## src/design/slsc_pkg.sv

```systemverilog
// ----------------------------------------------------------------------------
// slsc_pkg
// Shared constants of the staged light sequencer: limits, register indexes,
// reset values, action codes and port widths.
// ----------------------------------------------------------------------------
package slsc_pkg;

	localparam int unsigned MAX_STAGES     = 16;
	localparam int unsigned MAX_STAGE_LEDS = 64;

	localparam int unsigned CFG_IDX_W  = 3;
	localparam int unsigned CFG_DATA_W = 24;

	localparam logic [CFG_IDX_W-1:0] REG_THRESHOLD    = 3'd0;
	localparam logic [CFG_IDX_W-1:0] REG_STAGE_DUR    = 3'd1;
	localparam logic [CFG_IDX_W-1:0] REG_NUM_STAGES   = 3'd2;
	localparam logic [CFG_IDX_W-1:0] REG_LEDS_PER_STG = 3'd3;
	localparam logic [CFG_IDX_W-1:0] REG_FIRST_COLOR  = 3'd4;
	localparam logic [CFG_IDX_W-1:0] REG_MIDDLE_COLOR = 3'd5;
	localparam logic [CFG_IDX_W-1:0] REG_LAST_COLOR   = 3'd6;

	localparam logic [10:0] RST_THRESHOLD    = 11'd1600;
	localparam logic [15:0] RST_STAGE_DUR    = 16'd500;
	localparam logic [4:0]  RST_NUM_STAGES   = 5'd3;
	localparam logic [6:0]  RST_LEDS_PER_STG = 7'd8;
	localparam logic [23:0] RST_FIRST_COLOR  = 24'hFFBF00;
	localparam logic [23:0] RST_MIDDLE_COLOR = 24'hFFBF00;
	localparam logic [23:0] RST_LAST_COLOR   = 24'h00FF00;

	localparam logic ACT_CLEAR = 1'b0;
	localparam logic ACT_FILL  = 1'b1;

	localparam int unsigned IN_DATA_W  = 56;
	localparam int unsigned OUT_DATA_W = 48;

	// stage bounds reach 17 * 65535 and the retrigger limit 2 * 16 * 65535
	localparam int unsigned BOUND_W = 21;

endpackage

```

## src/design/staged_light_sequencer_core.sv

```systemverilog
// ----------------------------------------------------------------------------
// staged_light_sequencer_core
// Control pass engine for a staged light sequence: switch thresholds, mode and
// trigger tracking, auto retrigger and a stage search over one shared adder.
// ----------------------------------------------------------------------------
// flow: accept, mode and trigger update, auto retrigger check, then a stage search
//   of n = 1 to stage count + 1 steps on the shared add and compare unit, then the results
// passes: one at a time; a new input is accepted only when idle, a stalled output holds the pass
// reset: mode, trigger and done state to their idle values, config registers
//   to their defaults, output channel empty
// ----------------------------------------------------------------------------
module staged_light_sequencer_core (
	input  logic                                  clk,
	input  logic                                  arst_n,
	input  logic                                  s_tvalid,
	output logic                                  s_tready,
	// time_ms[31:0], mode_ch[42:32], trig_ch[53:43], zero pad
	input  logic [slsc_pkg::IN_DATA_W-1:0]        s_tdata,
	// packet_valid
	input  logic                                  s_tuser,
	output logic                                  m_tvalid,
	input  logic                                  m_tready,
	// fill_color[23:0], fill_top[33:24], fill_count[40:34], zero pad
	output logic [slsc_pkg::OUT_DATA_W-1:0]       m_tdata,
	// action
	output logic                                  m_tuser,
	// last_of_pass
	output logic                                  m_tlast,
	input  logic                                  cfg_valid,
	output logic                                  cfg_ready,
	input  logic [slsc_pkg::CFG_IDX_W-1:0]        cfg_index,
	input  logic [slsc_pkg::CFG_DATA_W-1:0]       cfg_data
);

	localparam logic [2:0] S_IDLE = 3'd0;
	localparam logic [2:0] S_MODE = 3'd1;
	localparam logic [2:0] S_AUTO = 3'd2;
	localparam logic [2:0] S_SRCH = 3'd3;
	localparam logic [2:0] S_OUT1 = 3'd4;
	localparam logic [2:0] S_OUT2 = 3'd5;

	localparam int unsigned BW = slsc_pkg::BOUND_W;

	// configuration
	logic [10:0] thr_q;
	logic [15:0] dur_q;
	logic [4:0]  nstg_q;
	logic [6:0]  lps_cfg_q;
	logic [23:0] col_first_q;
	logic [23:0] col_mid_q;
	logic [23:0] col_last_q;

	// sequencer
	logic [2:0]  state_q;
	logic [31:0] now_q;
	logic        pkt_q;
	logic [10:0] mch_q;
	logic [10:0] tch_q;
	logic [4:0]  ns_q;
	logic [6:0]  lps_q;
	logic [19:0] tot_q;
	logic [BW-1:0] lo_q;
	logic [4:0]  idx_q;
	logic [4:0]  stage_q;
	logic        clr_q;
	logic        fill_q;
	logic        endclr_q;
	logic [9:0]  top_q;

	// persistent pass state
	logic        manual_q;
	logic        held_q;
	logic [31:0] start_q;
	logic        done_q;

	// output register
	logic                            out_valid_q;
	logic [slsc_pkg::OUT_DATA_W-1:0] out_data_q;
	logic                            out_user_q;
	logic                            out_last_q;

	logic        out_free;
	logic        out_push;
	logic        accept;
	logic [4:0]  ns_clamp;
	logic [6:0]  lps_clamp;
	logic        nm;
	logic        nt;
	logic        m_next;
	logic        h_next;
	logic [31:0] st_next;
	logic        d_next;
	logic        clr_next;
	logic [31:0] elapsed;
	logic [BW-1:0] hi;
	logic        hit;
	logic        active;
	logic [4:0]  ns_minus_stage;
	logic [11:0] top_prod;
	logic [23:0] fill_col;

	assign cfg_ready = 1'b1;
	assign s_tready  = (state_q == S_IDLE);
	assign accept    = s_tvalid && s_tready;
	assign out_free  = !out_valid_q || m_tready;
	assign out_push  = ((state_q == S_OUT1) && clr_q && out_free)
		|| ((state_q == S_OUT2) && out_free);

	assign m_tvalid = out_valid_q;
	assign m_tdata  = out_data_q;
	assign m_tuser  = out_user_q;
	assign m_tlast  = out_last_q;

	always_comb begin
		if (nstg_q == 5'd0) begin
			ns_clamp = 5'd1;
		end else if ({27'd0, nstg_q} > slsc_pkg::MAX_STAGES) begin
			ns_clamp = 5'(slsc_pkg::MAX_STAGES);
		end else begin
			ns_clamp = nstg_q;
		end
		if (lps_cfg_q == 7'd0) begin
			lps_clamp = 7'd1;
		end else if ({25'd0, lps_cfg_q} > slsc_pkg::MAX_STAGE_LEDS) begin
			lps_clamp = 7'(slsc_pkg::MAX_STAGE_LEDS);
		end else begin
			lps_clamp = lps_cfg_q;
		end
	end

	// mode and trigger tracking for a pass with fresh channel values
	always_comb begin
		nm       = mch_q > thr_q;
		nt       = tch_q > thr_q;
		m_next   = manual_q;
		h_next   = held_q;
		st_next  = start_q;
		d_next   = done_q;
		clr_next = 1'b0;
		if (pkt_q && ((nm != manual_q) || (nt != held_q))) begin
			if (!nm && manual_q) begin
				clr_next = 1'b1;
				st_next  = now_q;
				d_next   = 1'b1;
			end
			if (nm && !manual_q) begin
				clr_next = 1'b1;
				st_next  = 32'd0;
				d_next   = 1'b1;
			end
			if (nm && nt && !held_q) begin
				st_next = now_q;
				d_next  = 1'b0;
			end
			if (manual_q && held_q && !nt) begin
				clr_next = 1'b1;
				d_next   = 1'b1;
			end
			m_next = nm;
			h_next = nt;
		end
	end

	// shared add and compare unit
	assign elapsed = now_q - start_q;
	assign hi      = lo_q + {{(BW-16){1'b0}}, dur_q};
	assign hit     = ({{(32-BW){1'b0}}, lo_q} < elapsed) && (elapsed < {{(32-BW){1'b0}}, hi});
	assign active  = held_q && !done_q;

	assign ns_minus_stage = ns_q - stage_q;
	assign top_prod       = 12'({7'd0, ns_minus_stage} * {5'd0, lps_q});

	always_comb begin
		if (stage_q == 5'd0) begin
			fill_col = col_first_q;
		end else if (stage_q < ns_q - 5'd1) begin
			fill_col = col_mid_q;
		end else begin
			fill_col = col_last_q;
		end
	end

	always_ff @(posedge clk or negedge arst_n) begin
		if (!arst_n) begin
			thr_q       <= slsc_pkg::RST_THRESHOLD;
			dur_q       <= slsc_pkg::RST_STAGE_DUR;
			nstg_q      <= slsc_pkg::RST_NUM_STAGES;
			lps_cfg_q   <= slsc_pkg::RST_LEDS_PER_STG;
			col_first_q <= slsc_pkg::RST_FIRST_COLOR;
			col_mid_q   <= slsc_pkg::RST_MIDDLE_COLOR;
			col_last_q  <= slsc_pkg::RST_LAST_COLOR;
		end else if (cfg_valid && cfg_ready) begin
			unique case (cfg_index)
				slsc_pkg::REG_THRESHOLD:    thr_q       <= cfg_data[10:0];
				slsc_pkg::REG_STAGE_DUR:    dur_q       <= cfg_data[15:0];
				slsc_pkg::REG_NUM_STAGES:   nstg_q      <= cfg_data[4:0];
				slsc_pkg::REG_LEDS_PER_STG: lps_cfg_q   <= cfg_data[6:0];
				slsc_pkg::REG_FIRST_COLOR:  col_first_q <= cfg_data;
				slsc_pkg::REG_MIDDLE_COLOR: col_mid_q   <= cfg_data;
				slsc_pkg::REG_LAST_COLOR:   col_last_q  <= cfg_data;
				default: ;
			endcase
		end
	end

	always_ff @(posedge clk or negedge arst_n) begin
		if (!arst_n) begin
			state_q     <= S_IDLE;
			manual_q    <= 1'b0;
			held_q      <= 1'b0;
			start_q     <= 32'd0;
			done_q      <= 1'b1;
			clr_q       <= 1'b0;
			fill_q      <= 1'b0;
			endclr_q    <= 1'b0;
			out_valid_q <= 1'b0;
		end else begin
			if (out_push) begin
				out_valid_q <= 1'b1;
			end else if (out_valid_q && m_tready) begin
				out_valid_q <= 1'b0;
			end
			unique case (state_q)
				S_IDLE: begin
					if (accept) begin
						state_q <= S_MODE;
					end
				end
				S_MODE: begin
					manual_q <= m_next;
					held_q   <= h_next;
					start_q  <= st_next;
					done_q   <= d_next;
					clr_q    <= clr_next;
					state_q  <= S_AUTO;
				end
				S_AUTO: begin
					fill_q   <= 1'b0;
					endclr_q <= 1'b0;
					if (!manual_q && done_q && (elapsed > {11'd0, tot_q, 1'b0})) begin
						clr_q   <= 1'b1;
						start_q <= now_q;
						done_q  <= 1'b0;
						held_q  <= 1'b1;
					end
					state_q <= S_SRCH;
				end
				S_SRCH: begin
					if (!active) begin
						state_q <= S_OUT1;
					end else if (hit) begin
						if (idx_q < ns_q) begin
							fill_q <= 1'b1;
						end else begin
							endclr_q <= !clr_q;
							done_q   <= 1'b1;
							held_q   <= 1'b0;
						end
						state_q <= S_OUT1;
					end else if (idx_q == ns_q) begin
						state_q <= S_OUT1;
					end
				end
				S_OUT1: begin
					if (!clr_q) begin
						state_q <= (fill_q || endclr_q) ? S_OUT2 : S_IDLE;
					end else if (out_free) begin
						state_q <= (fill_q || endclr_q) ? S_OUT2 : S_IDLE;
					end
				end
				S_OUT2: begin
					if (out_free) begin
						state_q <= S_IDLE;
					end
				end
				default: begin
					state_q <= S_IDLE;
				end
			endcase
		end
	end

	// datapath registers
	always_ff @(posedge clk) begin
		if (accept) begin
			now_q <= s_tdata[31:0];
			mch_q <= s_tdata[42:32];
			tch_q <= s_tdata[53:43];
			pkt_q <= s_tuser;
			ns_q  <= ns_clamp;
			lps_q <= lps_clamp;
		end
		if (state_q == S_MODE) begin
			tot_q <= 20'({15'd0, ns_q} * {4'd0, dur_q});
		end
		if (state_q == S_AUTO) begin
			lo_q  <= '0;
			idx_q <= 5'd0;
		end
		if (state_q == S_SRCH) begin
			lo_q    <= hi;
			idx_q   <= idx_q + 5'd1;
			stage_q <= idx_q;
		end
		if (state_q == S_OUT1) begin
			top_q <= 10'(top_prod - 12'd1);
			if (clr_q && out_free) begin
				out_data_q <= '0;
				out_user_q <= slsc_pkg::ACT_CLEAR;
				out_last_q <= !(fill_q || endclr_q);
			end
		end
		if ((state_q == S_OUT2) && out_free) begin
			out_last_q <= 1'b1;
			if (fill_q) begin
				out_user_q <= slsc_pkg::ACT_FILL;
				out_data_q <= {7'd0, lps_q, top_q, fill_col};
			end else begin
				out_user_q <= slsc_pkg::ACT_CLEAR;
				out_data_q <= '0;
			end
		end
	end

endmodule

```

## config.mk

```make
export PLATFORM = sky130hd
export DESIGN_NAME = staged_light_sequencer_core
export DESIGN_NICKNAME = d
export VERILOG_FILES = /design/src/design/slsc_pkg.sv /design/src/design/staged_light_sequencer_core.sv
export SDC_FILE = /design/constraint.sdc
export NUM_CORES = 1
export LEC_CHECK = 0
export ABC_AREA = 1
export ABC_CLOCK_PERIOD_IN_PS = 4600
export BUFFER_PORTS_ARGS = -buffer_cell sky130_fd_sc_hd__buf_2
export CORE_UTILIZATION = 55
export CTS_CLUSTER_SIZE = 20
export DETAILED_ROUTE_END_ITERATION = 6
export GPL_ROUTABILITY_DRIVEN = 0
export PLACE_DENSITY = 0.77
export SLEW_MARGIN = 20
export SYNTH_ARGS = -nofsm -noshare
export SYNTH_HDL_FRONTEND = slang
export SYNTH_SLANG_ARGS = --single-unit
```

## constraint.sdc

```tcl
create_clock -name clk -period 4.6 [get_ports clk]
set_clock_uncertainty 0.05 [all_clocks]
set_input_delay 0.92 -clock clk [delete_from_list [all_inputs] [get_ports clk]]
set_output_delay 0.92 -clock clk [all_outputs]
set_load 0.01 [all_outputs]
```

==> flow_summary.yaml <==
global_route:
  grt_pass1_vias: 17480
  grt_first_pass_wirelength_mm: 85.79
  overflow: 0
  grt_usage: 0.2741
  grt_antenna_before_repair: 1
  grt_max_degree: 82
final_layout:
  regArea_um2: 9017
  syn2layout_area_growth_pct: 13.45
  drive_gt1_frac: 0.1309
  nFillCells: 3152
  layout.nets: 3065
  antenna_cells: 0
  multiInputGateArea_um2: 10500
setup_path:
  crit_top_cell: "nand2_1"
  crit_path_max_fanout: 5
  crit_buf_inv: 5
  critPathCapture: "top_q[8]"
  path_cells: "inv_2 -> ha_1 -> nand2_1 -> nand2_1 -> a21oi_1 -> inv_1 -> or2_2 -> nand2_1 -> inv_1 -> buf_4 -> nand2_1 -> ha_1 -> inv_1 -> fa_1 -> fa_1 -> ha_4 -> a21oi_1 -> o21ai_1 -> a21oi_1 -> o21ai_0 -> xor2_1"
  crit_required_ns: 4.86
  critPathArrivalTime_ns: 4.74
  end_kind: "register"
  r2r-start: "stage_q[1]"
  r2r_cells: 21
  crit_cells: 21
  startpoint: "stage_q[1]"
  critPathLaunchType: "register"
  rr_endpoint: "top_q[8]"
  cp_top_family: "adder cells"
  critPathKind: "register to register"
  critPathMaxStageDelay_ns: 0.60
  slowest_stage: "fa_1"
  r2r_slack_ns: 0.12
power:
  power.share.clock: 0.153
  switchingPower_mw: 8.927
  switching_share: 0.4528
  intPower_mw: 10.79
  ir_drop_mv: 0.6553
  power_mw: 19.71
  p_leak_nw: 12.55
  p_per_area_nw_per_um2: 809.3
  share_seq_of_total_power: 0.245
  p_comb_frac: 0.602
job:
  maxCapViolCount: 0
die:
  die_x_um: 199.6
  initial_utilization: 0.5569
  die_h_um: 199.6
  row_count: 72
  io_pins: 142
  core-area_um2: 38560
  die_area_um2: 39830
drt:
  via_count: 17740
  drcViolationCount: 0
  vias_per_cell: 5.417
  wirelength_mm: 53.10
  drt-pass1-iter-count: 6
  drtIter0Drc: 1398
  wl_per_cell_um: 16.21
  ant_nets: 0
logic_synthesis:
  ys_warn_count: 0
  netlist_area_um2: 21470
  syn_inst: 2557
  synth.most_common_cell: "nand2_1"
  synth_top_area_cell: "edfxtp_1"
  synth-edff-count: 170
  yosysSeqAreaShare: 0.4200
  yosys-top-cells-area: "edfxtp_1, dfrtp_1, ha_1"
  synth_top_area_frac: 0.2378
  ys_ff_latch: 324
  postSynth.asyncResetShare: 0.4722
  ys_top_cells_by_count: "nand2_1, inv_1, nor2_1"
  ys.flop_type: "edfxtp_1"
  synth.avg_cell_area_um2: 8.397
  ys_types: 44
place:
  dp_hpwl_mm: 39.60
  port_buffers: 131
cts:
  cts_max_level: 2
  cts_inserted_buffers: 37
  cts.clk_slew.worst_paths_ns: 0.06
  cts_sinks: 324
  cts_buffer_depth: 3
  cts-root-buf: "clkbuf_16"
  ctsHoldBuffers: 0
  clkLatencyLatePin_ns: 0.57
  cts_tree: "built"
timing:
  setup_viol: 0
  hold_ws_ns: 0.3247
  hold_violations: 0
  worst_slew_margin_rel: 0.3387
  period_share: 0.9743
  tightest_slew_ns: 0.9896
  drv_slew: 0
  max_freq_ghz: 0.2231
  period_minus_slack_ns: 4.482
worst_hold_path:
  min_path_type: "input pin to async pin"
status:
  status: "finished, final reports clean"
## area by class of cell
class                      count  share of cell area
clock buffer                  50             0.04520
clock inverter                18            0.006267
inverter                     475             0.07320
multi-input combinational   1698              0.4310
sequential                   324              0.3702
tap                          518             0.02661
timing repair buffer         192             0.04751
## state kept, by name, summed over array words and instances, names as in the netlist, 7 cells and up
name         cells
m_tdata         41
now_q           32
start_q         32
col_first_q     24
col_last_q      24
col_mid_q       24
lo_q            21
tot_q           20
dur_q           16
mch_q           11
tch_q           11
thr_q           11
top_q           10
lps_cfg_q        7
lps_q            7
## cell usage in the layout (no fill, tap or decap), types with 55 or more instances in the layout
| cell | count |
|---|---|
| nand2_1 | 611 |
| inv_1 | 468 |
| nor2_1 | 207 |
| ha_1 | 184 |
| o21ai_0 | 174 |
| edfxtp_1 | 170 |
| buf_2 | 130 |
| a21oi_1 | 124 |
| nand3_1 | 113 |
| dfrtp_1 | 102 |
| fa_1 | 61 |
| buf_4 | 58 |
| xor2_1 | 55 |
## how the worst min path moves through the flow
| stage | to | slack [ns] | cells after the start | start |
|---|---|---|---|---|
| after floorplan | start_q[10] | 0.39 | 2 | start_q[10] |
| after global placement | start_q[10] | 0.40 | 2 | start_q[10] |
| after detailed placement | start_q[11] | 0.41 | 2 | start_q[11] |
| after CTS | start_q[30] | 0.35 | 1 | arst_n |
| after global routing | start_q[30] | 0.37 | 1 | arst_n |
| final | start_q[30] | 0.32 | 1 | arst_n |
## routing by layer
layer | GRT usage | wire length (um)
met5 | 0 | 0
met4 | 0.1007 | 1745
met2 | 0.4434 | 24800
met3 | 0.04608 | 3670
met1 | 0.3701 | 22890
## timing repair
action	4_1_cts	5_1_grt
buffers inserted	0	3
endpoints found under the setup margin	1	46
endpoints found under the hold margin	0	0
gates resized for setup	1	20
## logic make-up (layout without fill, tap and decap cells)
group	count (synthesis)	in the layout	synth area share
XOR/XNOR	73	73	0.02978
buffers and inverters	541	735	0.09720
multiplexers	24	24	0.01259
flip-flops	324	324	0.4200
AND/OR/NAND/NOR	987	987	0.1850
adder cells (fa/ha/maj)	248	248	0.1662
AO/OA/AOI/OAI	358	358	0.08887
other	2	8	0.0003498
## power by group through the flow
stage | logic (mW) | registers (mW) | clock network (mW)
after floorplan | 8.12 | 4.74 | 0
after global placement | 10.6 | 4.84 | 0
after detailed placement | 11.2 | 4.87 | 0
after CTS | 11.4 | 4.83 | 3.05
after global routing | 13.4 | 4.92 | 3.17
final | 11.9 | 4.84 | 3.01
## worst register-to-register path, stage by stage (launching register included)
cell and delay [ns]:
edfxtp_1 0.45, inv_2 0.12, ha_1 0.24, nand2_1 0.08, nand2_1 0.07, a21oi_1 0.23, inv_1 0.08, or2_2 0.27
nand2_1 0.08, inv_1 0.06, buf_4 0.15, nand2_1 0.07, ha_1 0.23, inv_1 0.08, fa_1 0.41, fa_1 0.60
ha_4 0.23, a21oi_1 0.19, o21ai_1 0.13, a21oi_1 0.16, o21ai_0 0.11, xor2_1 0.15
## metrics by stage
step / instances / area (um^2) / worst slack, ns / util / TNS [ns]
floorplan: 2563 / 21500 / 0.01674 / - / 0
global placement: 3204 / 23000 / 0.09705 / 0.5965 / 0
detailed placement: 3204 / 23000 / 0.08094 / 0.5965 / 0
CTS: 3272 / 24250 / 0.05311 / 0.6291 / 0
global route: 3275 / 24360 / -0.1293 / 0.6318 / -0.2720
finish: 3275 / 24360 / 0.1180 / 0.6318 / 0
No activity file was read; power rests on OpenSTA's default activity.
